[src/hdl/fls_pkg.sv]
// ----------------------------------------------------------------------------
// fls_pkg
// Shared types and stream field layout for the feedback level scheduler.
// ----------------------------------------------------------------------------
package fls_pkg;

    // request kind, carried on s_tuser
    typedef enum logic {
        CMD_ADMIT = 1'b0,
        CMD_TICK  = 1'b1
    } cmd_t;

    localparam int SLOT_BITS = 4;
    localparam int SVC_BITS  = 16;
    localparam int OUT_TIME_BITS = 16;

    // s_tdata: slot, svc_units, zero fill
    localparam int S_SLOT_LSB = 0;
    localparam int S_SVC_LSB  = S_SLOT_LSB + SLOT_BITS;
    localparam int S_TDATA_W  = ((S_SVC_LSB + SVC_BITS + 7) / 8) * 8;
    localparam int S_TUSER_W  = 1;

    // m_tdata: run_slot, done_time, turnaround, zero fill
    localparam int M_SLOT_LSB = 0;
    localparam int M_FIN_LSB  = M_SLOT_LSB + SLOT_BITS;
    localparam int M_TURN_LSB = M_FIN_LSB + OUT_TIME_BITS;
    localparam int M_USED_W   = M_TURN_LSB + OUT_TIME_BITS;
    localparam int M_TDATA_W  = ((M_USED_W + 7) / 8) * 8;

    // m_tuser: run_valid, finished
    localparam int M_RUN_BIT  = 0;
    localparam int M_FIN_BIT  = 1;
    localparam int M_TUSER_W  = 2;

endpackage

[src/hdl/fls_pick.sv]
// ----------------------------------------------------------------------------
// fls_pick
// Compare tree that selects the ready slot with the lowest (level, slot).
// ----------------------------------------------------------------------------
module fls_pick #(
    parameter int SLOT_COUNT = 16,
    parameter int LVL_W      = 4
) (
    input  logic [SLOT_COUNT-1:0]            ready,
    input  logic [SLOT_COUNT-1:0][LVL_W-1:0] level,
    output logic                             found,
    output logic [$clog2(SLOT_COUNT)-1:0]    pick_idx,
    output logic [SLOT_COUNT-1:0]            grant
);

    localparam int SLOT_W = $clog2(SLOT_COUNT);
    localparam int NPOW   = 1 << SLOT_W;
    localparam int NODES  = 2 * NPOW - 1;

    // heap layout: node k has children 2k+1 and 2k+2, leaves start at NPOW-1
    logic             node_vld [NODES];
    logic [LVL_W-1:0] node_lvl [NODES];
    logic [SLOT_W-1:0] node_idx [NODES];

    genvar g;
    generate
        for (g = 0; g < NPOW; g++) begin : g_leaf
            if (g < SLOT_COUNT) begin : g_real
                assign node_vld[NPOW-1+g] = ready[g];
                assign node_lvl[NPOW-1+g] = level[g];
            end else begin : g_pad
                assign node_vld[NPOW-1+g] = 1'b0;
                assign node_lvl[NPOW-1+g] = '0;
            end
            assign node_idx[NPOW-1+g] = SLOT_W'(g);
        end

        for (g = 0; g < NPOW - 1; g++) begin : g_node
            logic take_left;
            // left side holds the lower slots, so it wins a level tie
            assign take_left = node_vld[2*g+1] &&
                               (!node_vld[2*g+2] || node_lvl[2*g+1] <= node_lvl[2*g+2]);
            assign node_vld[g] = node_vld[2*g+1] || node_vld[2*g+2];
            assign node_lvl[g] = take_left ? node_lvl[2*g+1] : node_lvl[2*g+2];
            assign node_idx[g] = take_left ? node_idx[2*g+1] : node_idx[2*g+2];
        end

        for (g = 0; g < SLOT_COUNT; g++) begin : g_grant
            assign grant[g] = node_vld[0] && (node_idx[0] == SLOT_W'(g));
        end
    endgenerate

    assign found    = node_vld[0];
    assign pick_idx = node_idx[0];

endmodule

[src/hdl/feedback_level_scheduler_core.sv]
// ----------------------------------------------------------------------------
// feedback_level_scheduler_core
// Feedback scheduler with a one-unit quantum: admits jobs into slots and on
// each tick runs the ready job with the lowest (level, slot).
// ----------------------------------------------------------------------------
//  channel | dir | tdata                                   | tuser
//  s_      | in  | slot[3:0], svc_units[19:4]              | cmd (0 admit, 1 tick)
//  m_      | out | run_slot[3:0], done_time[19:4],         | run_valid[0],
//          |     | turnaround[35:20]                       | finished[1]
//
//  one request a cycle unless a tick waits: input register, select/update
//  logic, result register; a tick result reaches m_ through both registers
//  the per-slot compare tree and the state update run in the same cycle
//  admits give no result and never wait on the m_ side
//  a tick waits in the input register while the result register is full
//  aresetn clears all slots, the time counter and both valid flags
// ----------------------------------------------------------------------------
module feedback_level_scheduler_core #(
    parameter int SLOT_COUNT = 16,
    parameter int LEVEL_MAX  = 15,
    parameter int TIME_BITS  = 16
) (
    input  logic                          aclk,
    input  logic                          aresetn,
    input  logic                          s_tvalid,
    output logic                          s_tready,
    input  logic [fls_pkg::S_TDATA_W-1:0] s_tdata,  // slot, svc_units, zero fill
    input  logic [fls_pkg::S_TUSER_W-1:0] s_tuser,  // cmd
    output logic                          m_tvalid,
    input  logic                          m_tready,
    output logic [fls_pkg::M_TDATA_W-1:0] m_tdata,  // run_slot, done_time, turnaround, zero fill
    output logic [fls_pkg::M_TUSER_W-1:0] m_tuser   // run_valid, finished
);

    localparam int SLOT_W    = $clog2(SLOT_COUNT);
    localparam int LVL_W     = $clog2(LEVEL_MAX + 1);
    localparam int SVC_W     = fls_pkg::SVC_BITS;
    localparam int OT_W      = fls_pkg::OUT_TIME_BITS;
    localparam int TIME_EXT_W = (TIME_BITS > OT_W) ? TIME_BITS : OT_W;
    localparam int IDX_EXT_W = (SLOT_W > fls_pkg::SLOT_BITS) ? SLOT_W : fls_pkg::SLOT_BITS;

    // input register
    logic                          in_vld_reg, in_vld_next;
    logic                          cmd_reg;
    logic [fls_pkg::SLOT_BITS-1:0] slot_reg;
    logic [SVC_W-1:0]              svc_reg;

    // scheduler state
    logic [SLOT_COUNT-1:0]            ready_reg, ready_next;
    logic [SLOT_COUNT-1:0]            last_oh_reg, last_oh_next;
    logic                             pend_reg, pend_next;
    logic [TIME_BITS-1:0]             now_reg, now_next;
    logic [SVC_W-1:0]                 rem_reg [SLOT_COUNT];
    logic [SLOT_COUNT-1:0][LVL_W-1:0] lvl_reg;
    logic [TIME_BITS-1:0]             arr_reg [SLOT_COUNT];

    // result register
    logic                          out_vld_reg, out_vld_next;
    logic                          run_vld_reg;
    logic [fls_pkg::SLOT_BITS-1:0] run_slot_reg;
    logic                          fin_reg;
    logic [OT_W-1:0]               fin_time_reg;
    logic [OT_W-1:0]               turn_reg;

    logic                             proc, is_tick, s_fire;
    logic                             other_rdy, demote;
    logic [SLOT_COUNT-1:0][LVL_W-1:0] lvl_eff;
    logic [SLOT_COUNT-1:0]            wr_hit;
    logic                             found;
    logic [SLOT_W-1:0]                pick_idx;
    logic [SLOT_COUNT-1:0]            grant;
    logic [SVC_W-1:0]                 rem_sel;
    logic [TIME_BITS-1:0]             arr_sel;
    logic                             done;
    logic [TIME_BITS-1:0]             fin_t, turn_t;
    logic [TIME_EXT_W-1:0]            fin_ext, turn_ext;
    logic [IDX_EXT_W-1:0]             idx_ext;

    assign is_tick  = (cmd_reg == fls_pkg::CMD_TICK);
    assign proc     = in_vld_reg && (!is_tick || !out_vld_reg || m_tready);
    assign s_tready = !in_vld_reg || proc;
    assign s_fire   = s_tvalid && s_tready;

    // demotion of the last runner is settled before the pick
    assign other_rdy = |(ready_reg & ~last_oh_reg);
    assign demote    = pend_reg && |(ready_reg & last_oh_reg) && other_rdy;

    always_comb begin
        rem_sel = '0;
        arr_sel = '0;
        for (int i = 0; i < SLOT_COUNT; i++) begin
            if (demote && last_oh_reg[i] && lvl_reg[i] < LVL_W'(LEVEL_MAX)) begin
                lvl_eff[i] = lvl_reg[i] + LVL_W'(1);
            end else begin
                lvl_eff[i] = lvl_reg[i];
            end
            wr_hit[i] = (32'(slot_reg) == i);
            rem_sel   = rem_sel | (grant[i] ? rem_reg[i] : '0);
            arr_sel   = arr_sel | (grant[i] ? arr_reg[i] : '0);
        end
    end

    fls_pick #(
        .SLOT_COUNT (SLOT_COUNT),
        .LVL_W      (LVL_W)
    ) u_pick (
        .ready    (ready_reg),
        .level    (lvl_eff),
        .found    (found),
        .pick_idx (pick_idx),
        .grant    (grant)
    );

    assign done     = found && (rem_sel == SVC_W'(1));
    assign fin_t    = now_reg + TIME_BITS'(1);
    assign turn_t   = fin_t - arr_sel;
    assign fin_ext  = TIME_EXT_W'(fin_t);
    assign turn_ext = TIME_EXT_W'(turn_t);
    assign idx_ext  = IDX_EXT_W'(pick_idx);

    always_comb begin
        in_vld_next  = in_vld_reg;
        out_vld_next = out_vld_reg;
        ready_next   = ready_reg;
        last_oh_next = last_oh_reg;
        pend_next    = pend_reg;
        now_next     = now_reg;
        if (s_fire) begin
            in_vld_next = 1'b1;
        end else if (proc) begin
            in_vld_next = 1'b0;
        end
        if (proc && is_tick) begin
            out_vld_next = 1'b1;
        end else if (m_tready) begin
            out_vld_next = 1'b0;
        end
        if (proc) begin
            if (is_tick) begin
                if (done) begin
                    ready_next = ready_reg & ~grant;
                end
                if (found) begin
                    last_oh_next = grant;
                end
                pend_next = found && !done;
                now_next  = now_reg + TIME_BITS'(1);
            end else if (svc_reg != '0) begin
                ready_next = ready_reg | wr_hit;
            end
        end
    end

    always_ff @(posedge aclk) begin
        if (!aresetn) begin
            in_vld_reg  <= 1'b0;
            out_vld_reg <= 1'b0;
            ready_reg   <= '0;
            last_oh_reg <= '0;
            pend_reg    <= 1'b0;
            now_reg     <= '0;
        end else begin
            in_vld_reg  <= in_vld_next;
            out_vld_reg <= out_vld_next;
            ready_reg   <= ready_next;
            last_oh_reg <= last_oh_next;
            pend_reg    <= pend_next;
            now_reg     <= now_next;
        end
    end

    always_ff @(posedge aclk) begin
        if (s_fire) begin
            cmd_reg  <= s_tuser[0];
            slot_reg <= s_tdata[fls_pkg::S_SLOT_LSB +: fls_pkg::SLOT_BITS];
            svc_reg  <= s_tdata[fls_pkg::S_SVC_LSB +: SVC_W];
        end
        if (proc && is_tick) begin
            run_vld_reg  <= found;
            run_slot_reg <= found ? idx_ext[fls_pkg::SLOT_BITS-1:0] : '0;
            fin_reg      <= done;
            fin_time_reg <= done ? fin_ext[OT_W-1:0] : '0;
            turn_reg     <= done ? turn_ext[OT_W-1:0] : '0;
        end
        for (int i = 0; i < SLOT_COUNT; i++) begin
            if (proc && is_tick) begin
                lvl_reg[i] <= lvl_eff[i];
                if (grant[i]) begin
                    rem_reg[i] <= rem_reg[i] - SVC_W'(1);
                end
            end else if (proc && wr_hit[i] && !ready_reg[i] && svc_reg != '0) begin
                rem_reg[i] <= svc_reg;
                lvl_reg[i] <= '0;
                arr_reg[i] <= now_reg;
            end
        end
    end

    assign m_tvalid = out_vld_reg;
    assign m_tdata  = {(fls_pkg::M_TDATA_W - fls_pkg::M_USED_W)'(0),
                       turn_reg, fin_time_reg, run_slot_reg};
    assign m_tuser  = {fin_reg, run_vld_reg};

endmodule

[config.mk]
export PLATFORM = sky130hd
export DESIGN_NAME = feedback_level_scheduler_core
export DESIGN_NICKNAME = d
export VERILOG_FILES = /design/src/hdl/fls_pkg.sv /design/src/hdl/fls_pick.sv /design/src/hdl/feedback_level_scheduler_core.sv
export SDC_FILE = /design/constraint.sdc
export NUM_CORES = 1
export LEC_CHECK = 0
export ABC_AREA = 1
export BUFFER_PORTS_ARGS = -buffer_cell sky130_fd_sc_hd__buf_4
export CORE_AREA = 4 4 283 285
export CTS_CLUSTER_SIZE = 40
export DETAILED_ROUTE_END_ITERATION = 10
export DIE_AREA = 0 0 287 289
export PLACE_DENSITY_LB_ADDON = 0.25
export SLEW_MARGIN = 20
export SYNTH_ARGS = -nofsm -noshare
export SYNTH_HDL_FRONTEND = slang
export SYNTH_SLANG_ARGS = --single-unit
[constraint.sdc]
create_clock -name aclk -period 14.14 [get_ports aclk]
set_input_delay 2.121 -clock aclk [delete_from_list [all_inputs] [get_ports aclk]]
set_output_delay 2.121 -clock aclk [all_outputs]
set_load 0.05 [all_outputs]
==> results of run 1 <==
==> kinds of logic (layout without fill, tap and decap cells) <==
family | after synthesis | count (layout) | share of synthesized area (%)
simple gates | 2132 | 2132 | 23.39
buf+inv | 745 | 841 | 7.716
flops | 686 | 686 | 52.25
compound gates | 667 | 667 | 9.685
xor+xnor | 166 | 166 | 3.781
fa+ha+maj | 95 | 95 | 3.111
mux | 2 | 2 | 0.05207
other cells | 1 | 5 | 0.009753
==> routing by layer <==
| layer | GRT usage, % | vias to the layer above | part of all wire (%) |
|---|---|---|---|
| met3 | 5.153 | 323 | 11 |
| met5 | 0 | - | 0.011 |
| met4 | 12.66 | 2 | 5.4 |
| met2 | 45.57 | 1636 | 44 |
| li1 | - | 15098 | - |
| met1 | 38.77 | 15012 | 40 |
==> cell type report <==
type / count / area (µm²) / area share (%)
Antenna cell: 1 / 2.502 / 0.005867
Clock buffer: 91 / 1988 / 4.661
Clock inverter: 49 / 616.8 / 1.446
Inverter: 572 / 2150 / 5.040
Multi-Input combinational cell: 3066 / 15530 / 36.42
Sequential cell: 686 / 20090 / 47.10
Tap cell: 1040 / 1301 / 3.051
Timing Repair Buffer: 129 / 968.4 / 2.271
==> worst max path at each step <==
stage / cells past startpoint / to / from / slack [ps]
finish: 71 / turn_reg[15]$_SDFFCE_PN0P_ / ready_reg[12]$_SDFFE_PN0P_ / 1250
global route: 69 / turn_reg[15]$_SDFFCE_PN0P_ / ready_reg[14]$_SDFFE_PN0P_ / 110
CTS: 68 / turn_reg[15]$_SDFFCE_PN0P_ / ready_reg[12]$_SDFFE_PN0P_ / 1540
detailed placement: 68 / turn_reg[15]$_SDFFCE_PN0P_ / ready_reg[12]$_SDFFE_PN0P_ / 1620
global placement: 69 / turn_reg[15]$_SDFFCE_PN0P_ / ready_reg[14]$_SDFFE_PN0P_ / 1790
floorplan: 71 / turn_reg[15]$_SDFFCE_PN0P_ / ready_reg[1]$_SDFFE_PN0P_ / 3910
==> report_power, final <==
part	total, mW	internal [mW]	switching [mW]
Sequential	2.29	2.25	0.0412
Clock	2.08	1.20	0.875
Combinational	1.05	0.288	0.763
==> cell usage in the layout, fill, tap and decap left out, types with 4 or more instances in the layout <==
master and n:
a2111oi_0 4, a21oi_1 137, a221oi_1 13, a22o_1 11, a22oi_1 32, a31oi_1 59, buf_4 129, bufinv_16 10
clkbuf_1 12, clkbuf_16 76, clkinv_1 17, clkinv_2 14, conb_1 4, dfxtp_1 51, edfxtp_1 635, ha_1 94
inv_1 550, inv_2 16, nand2_1 942, nand2_2 15, nand2_4 7, nand3_1 150, nand3_2 9, nand4_1 120
nand4_2 6, nor2_1 721, nor2_2 9, nor2_4 15, nor3_1 80, nor4_1 16, o211ai_1 4, o21ai_0 351
o21ai_1 18, o21bai_1 12, o22ai_1 8, or2_2 29, xnor2_1 26, xor2_1 140
==> worst max-delay path, delay by kind of cell (launching register included) <==
family	cells	cell delay [ps]
compound gates	22	4870
simple gates	34	3720
fa+ha+maj	5	1550
buf+inv	8	1220
xor+xnor	2	680
flops	1	520
==> through the flow <==
stage	power (mW)	std cells	utilization (%)
after floorplan	2.986	4497	-
after global placement	3.346	5493	51.78
after detailed placement	3.356	5493	51.78
after CTS	5.416	5633	55.14
after global routing	5.612	5633	55.14
final	5.424	5634	55.15
==> impl_metrics.ini, run 1 <==
[outcome]
status = complete, no violations

[layout]
nets = 4655
final_cell_area_mm2 = 0.04265
layout-drive-gt1-share_pct = 7.860
fillers = 6979
syn_to_final_growth_pct = 10.93

[synth]
synth_top_area_share_pct = 49.59
yosysTopAreaCell = edfxtp_1
synth-async-reset-ratio_pct = 0
yosysSeqAreaShare_pct = 52.25
synth_common_cells = 943 x nand2_1, 740 x nor2_1, 635 x edfxtp_1, 551 x inv_1, 351 x o21ai_0
synth_most_common_cell = nand2_1
synth-seq-cells = 686
synth_area_leaders = edfxtp_1 50%, nand2_1 9.2%, nor2_1 7.2%
syn_area_per_cell_um2 = 8.555
synth_cell_type_count = 59
synth-edff-count = 635
syn-cell-area_mm2 = 0.03845
synth_top_flop_cell = edfxtp_1
synthCells = 4494
ys_warn_count = 0

[detailed_routing]
drt_pass1_iterations = 6
routed_wl_mm = 121.1
via_per_inst = 5.692
postRouteAntennaNets = 0
routedWlPerCell_um = 21.50
drt-initial-drc-count = 4063
vias = 32071
remaining_drc_errors = 0

[critical_path]
crit_fanout = 22
critical_path.max_stage_delay_ps = 730
reg2reg_setup_slack_ps = 1250
critPathRequiredTime_ps = 14500
r2r-start = ready_reg[12]$_SDFFE_PN0P_
rr_worst_depth = 71
endpoint_kind = flip-flop
path_class = flip-flop to flip-flop
crit_path_top_delay_cell = a2111oi_0
startpoint_type = flip-flop
cp_data_arrival_time_ps = 13250
r2r_end = turn_reg[15]$_SDFFCE_PN0P_

[global_route]
antenna_found_initial = 3
grt_max_degree = 63
grt_pass1_vias = 29461
grt_pass1_wl_mm = 179.6
grt_util_all_layers_pct = 28.69
gr-total-overflow = 0

[worst_hold_path]
min_to = pend_reg$_SDFFE_PN0P_
hp-start = pend_reg$_SDFFE_PN0P_
hold_depth = 2
hp-class = flip-flop to flip-flop

[sta]
setup_viol = 0
tightest_slew_ps = 1304
hold_slack_ps = 469.1
fmax_ghz = 0.07758
skew_ps = 38.26
hold_viol_final = 0
finalMaxSlewViolations = 0
fin_ws_ps = 1251
relSlewSlack_pct = 12.29
rsz0062_at_grt = no
post-route-min-period_ps = 12890
fin_setup_tns_ps = 0
finalCritPeriodShare_pct = 91.15

[place]
place.gp.congestion = 1.004
place_hpwl_mm = 83.11
dpl-instance-area_mm2 = 0.04004
dp_slack_ps = 1617
port_buffers = 64

[cts]
clock-sinks = 686
htreeDepth = 3
root_buffer = clkbuf_16
cts_buffer_depth = 3
clk_latency_ps = 650
numCtsBuffers = 76
cts_tree = built
post_cts_resized = 0
ctsHoldBuffers = 0
postCtsSetupBuffers = 0
clk_pin_slew_worst_paths_ps = 60

[floorplanning]
io_pins = 73
die-area_mm2 = 0.08294
core-area_mm2 = 0.07734
fp.dieH_um = 289
start_util_pct = 49.71
die_x_um = 287
rows = 102

[pwr]
ir_drop_mv = 0.1016
p_leak_nw = 17.65
powerDensity_mw_per_mm2 = 127.2

[job]
cap_violations = 0
No activity file was read; power rests on OpenSTA's default activity.
==> run 2: changes to the inputs <==
--- a/config.mk
+++ b/config.mk
@@ -5,12 +5,11 @@
 export SDC_FILE = /design/constraint.sdc
 export NUM_CORES = 1
 export LEC_CHECK = 0
-export ABC_AREA = 1
 export BUFFER_PORTS_ARGS = -buffer_cell sky130_fd_sc_hd__buf_4
-export CORE_AREA = 4 4 283 285
+export CORE_AREA = 4 4 277 279
 export CTS_CLUSTER_SIZE = 40
 export DETAILED_ROUTE_END_ITERATION = 10
-export DIE_AREA = 0 0 287 289
+export DIE_AREA = 0 0 281 283
 export PLACE_DENSITY_LB_ADDON = 0.25
 export SLEW_MARGIN = 20
 export SYNTH_ARGS = -nofsm -noshare
==> run 2 against run 1 <==
Compared with the run above: clock skew grew 4.4 ps; core utilization grew 0.68 points; synthesized cell count fell by 22%; die area is 4.1% lower; cell area down 2.9%; routed wire length fell by 12%; via count fell by 13%; sequential power decreased by 2%; hold slack better by 55 ps; non-clock buffer count up 54; final cell count decreased by 18%; sequential share of layout area up 1.4 points; highest routed layer is now met4.
==> impl_metrics.ini, run 2 <==
[sta]
setup_viol = 0
skew_ps = 42.64
tightest_slew_ps = 1082
hold_slack_ps = 524.1
relSlewSlack_pct = 26.03
finalCritPeriodShare_pct = 93.93
hold_viol_final = 0
post-route-min-period_ps = 13280
finalMaxSlewViolations = 0
fmax_ghz = 0.07530

[layout]
layout-drive-gt1-share_pct = 10.74
final_common_cell = edfxtp_1
nets = 3702
diodes = 0
syn_to_final_growth_pct = 12.71
fin_cells = 4608
final_cell_mix = 635 x edfxtp_1, 489 x nor2_1, 321 x nand2_1, 275 x a21oi_1, 184 x xnor2_1
final_core_util_pct = 55.83

[pwr]
seq_power_share_pct = 49.0
ir_drop_mv = 0.08415
switching_share_pct = 22.97
power_frac_comb_pct = 5.6
p_int_mw = 3.513
pwr-share-clk_pct = 45.4
p_leak_nw = 15.15
p_switching_mw = 1.047
powerDensity_mw_per_mm2 = 110.1

[synth]
synth_top_area_share_pct = 51.89
ys_warn_count = 0
syn-cell-area_mm2 = 0.03675
synth_top_flop_cell = edfxtp_1
yosysTopAreaCell = edfxtp_1
synth_cell_type_count = 88
yosysSeqAreaShare_pct = 54.66
synth-seq-cells = 686
syn_area_per_cell_um2 = 10.49
synthCells = 3503
synth_area_leaders = edfxtp_1 52%, nor2_1 5.0%, xnor2_1 4.4%
synth-edff-count = 635
synth_most_common_cell = edfxtp_1
synth-async-reset-ratio_pct = 0
synth_common_cells = 635 x edfxtp_1, 494 x nor2_1, 321 x nand2_1, 278 x a21oi_1, 186 x xnor2_1

[outcome]
status = complete, no violations

[global_route]
antenna_found_initial = 0
gr-total-overflow = 0
grt_util_all_layers_pct = 26.27
grt_pass1_wl_mm = 160.0
grt_max_degree = 81
grt_pass1_vias = 25950

[detailed_routing]
drt-initial-drc-count = 3468
postRouteAntennaNets = 0
routedWlPerCell_um = 23.19
drt_pass1_iterations = 6
remaining_drc_errors = 0
vias = 27926
via_per_inst = 6.060
routed_wl_mm = 106.9

[floorplanning]
fp.dieH_um = 283
start_util_pct = 49.53
die-area_mm2 = 0.07952
die_x_um = 281
rows = 100
io_pins = 73
core-area_mm2 = 0.07420

[cts]
cts_tree = built
htreeDepth = 3
clk_latency_ps = 650
root_buffer = clkbuf_16
ctsHoldBuffers = 0
clk_pin_slew_worst_paths_ps = 60
clock-sinks = 686
cts_buffer_depth = 3
numCtsBuffers = 78

[critical_path]
cp_data_arrival_time_ps = 13660
endpoint_kind = flip-flop
cp_common_cell = o21ai_1
critPathRequiredTime_ps = 14520
startpoint_type = flip-flop
path_class = flip-flop to flip-flop
critical_path.max_stage_delay_ps = 450
crit_fanout = 14
crit_path_top_delay_cell = or3b_2

[place]
placed_cells = 4459
place_hpwl_mm = 70.76
port_buffers = 64
place.gp.congestion = 0.8971

[worst_hold_path]
hp-class = flip-flop to flip-flop

[job]
cap_violations = 0
-- run 2: cell types whose count changed in the layout (fill, tap and decap cells not counted), moves of 74 or more --
cell / delta
a21oi_1: +138
inv_1: -435
mux2i_1: +99
nand2_1: -621
nand3_1: -74
nand4_1: -84
nor2_1: -232
o21ai_0: -270
xnor2_1: +158
-- run 2: final timing paths --
check / startpoint / end / slack (ps) / cells after the start
min reg2reg: last_oh_reg[15]$_SDFFE_PN0P_ / last_oh_reg[15]$_SDFFE_PN0P_ / 520 / 2
max: ready_reg[7]$_SDFFE_PN0P_ / turn_reg[15]$_SDFFCE_PN0P_ / 860 / 67
max reg2reg: ready_reg[7]$_SDFFE_PN0P_ / turn_reg[15]$_SDFFCE_PN0P_ / 860 / 67
min: last_oh_reg[15]$_SDFFE_PN0P_ / last_oh_reg[15]$_SDFFE_PN0P_ / 520 / 2
-- run 2: repair_timing --
action                     CTS  global route
pin swaps                    0             5
setup buffers                0             8
resized for setup            3            52
setup endpoints to repair    1             5
-- run 2: routing by layer --
metal	global-route usage [%]	vias up	part of all wire (%)
li1	-	12951	-
met3	4.685	197	9.0
met4	7.044	0	2.8
met1	37.27	13550	42
met2	41.89	1228	46
met5	0	-	0
-- run 2: metrics by stage --
stage	setup slack, ps	area [µm²]	power [mW]	setup TNS [ps]
floorplan	1061	36760	2.432	0
global placement	193.0	38570	2.520	0
detailed placement	-23.84	38570	2.523	-23.84
CTS	19.91	41190	4.577	0
global route	-22.08	41420	4.704	-22.08
finish	859.0	41420	4.560	0
-- run 2: cell type report --
| type | instances | area (µm²) |
|---|---|---|
| fill | 6304 | 32770 |
| clock inverter | 45 | 583.1 |
| sequential | 686 | 20100 |
| inverter | 118 | 444.2 |
| multi-input combinational | 2511 | 15680 |
| timing repair buffer | 183 | 1389 |
| clock buffer | 96 | 2019 |
| tap | 969 | 1212 |
-- run 2: logic make-up (layout without fill, tap and decap cells) --
| kind of cell | after synthesis | count (layout) | share of synthesized area (%) |
|---|---|---|---|
| AO/OA/AOI/OAI | 676 | 676 | 11.66 |
| adder cells (fa/ha/maj) | 102 | 102 | 3.449 |
| other | 1 | 4 | 0.01020 |
| XOR/XNOR | 276 | 276 | 6.578 |
| flip-flops | 686 | 686 | 54.66 |
| AND/OR/NAND/NOR | 1328 | 1328 | 16.82 |
| multiplexers | 125 | 125 | 3.514 |
| buffers and inverters | 309 | 442 | 3.306 |
-- run 2: critical path: cells and delay by family, from the launching register on --
family	cells	cell delay, ps
muxes	2	590
and+or+nand+nor	18	3020
DFF	1	380
AOI/OAI and AO/OA	32	5990
xor gates and xnor gates	3	630
adders and majority gates	5	1260
buffers and inverters	7	1100
-- run 2: power by group through the flow --
stage / combinational [mW] / sequential, mW / clock, mW
floorplan: 0.148 / 2.28 / 0
global placement: 0.243 / 2.28 / 0
detailed placement: 0.245 / 2.28 / 0
CTS: 0.247 / 2.24 / 2.09
global route: 0.273 / 2.24 / 2.19
finish: 0.253 / 2.24 / 2.07
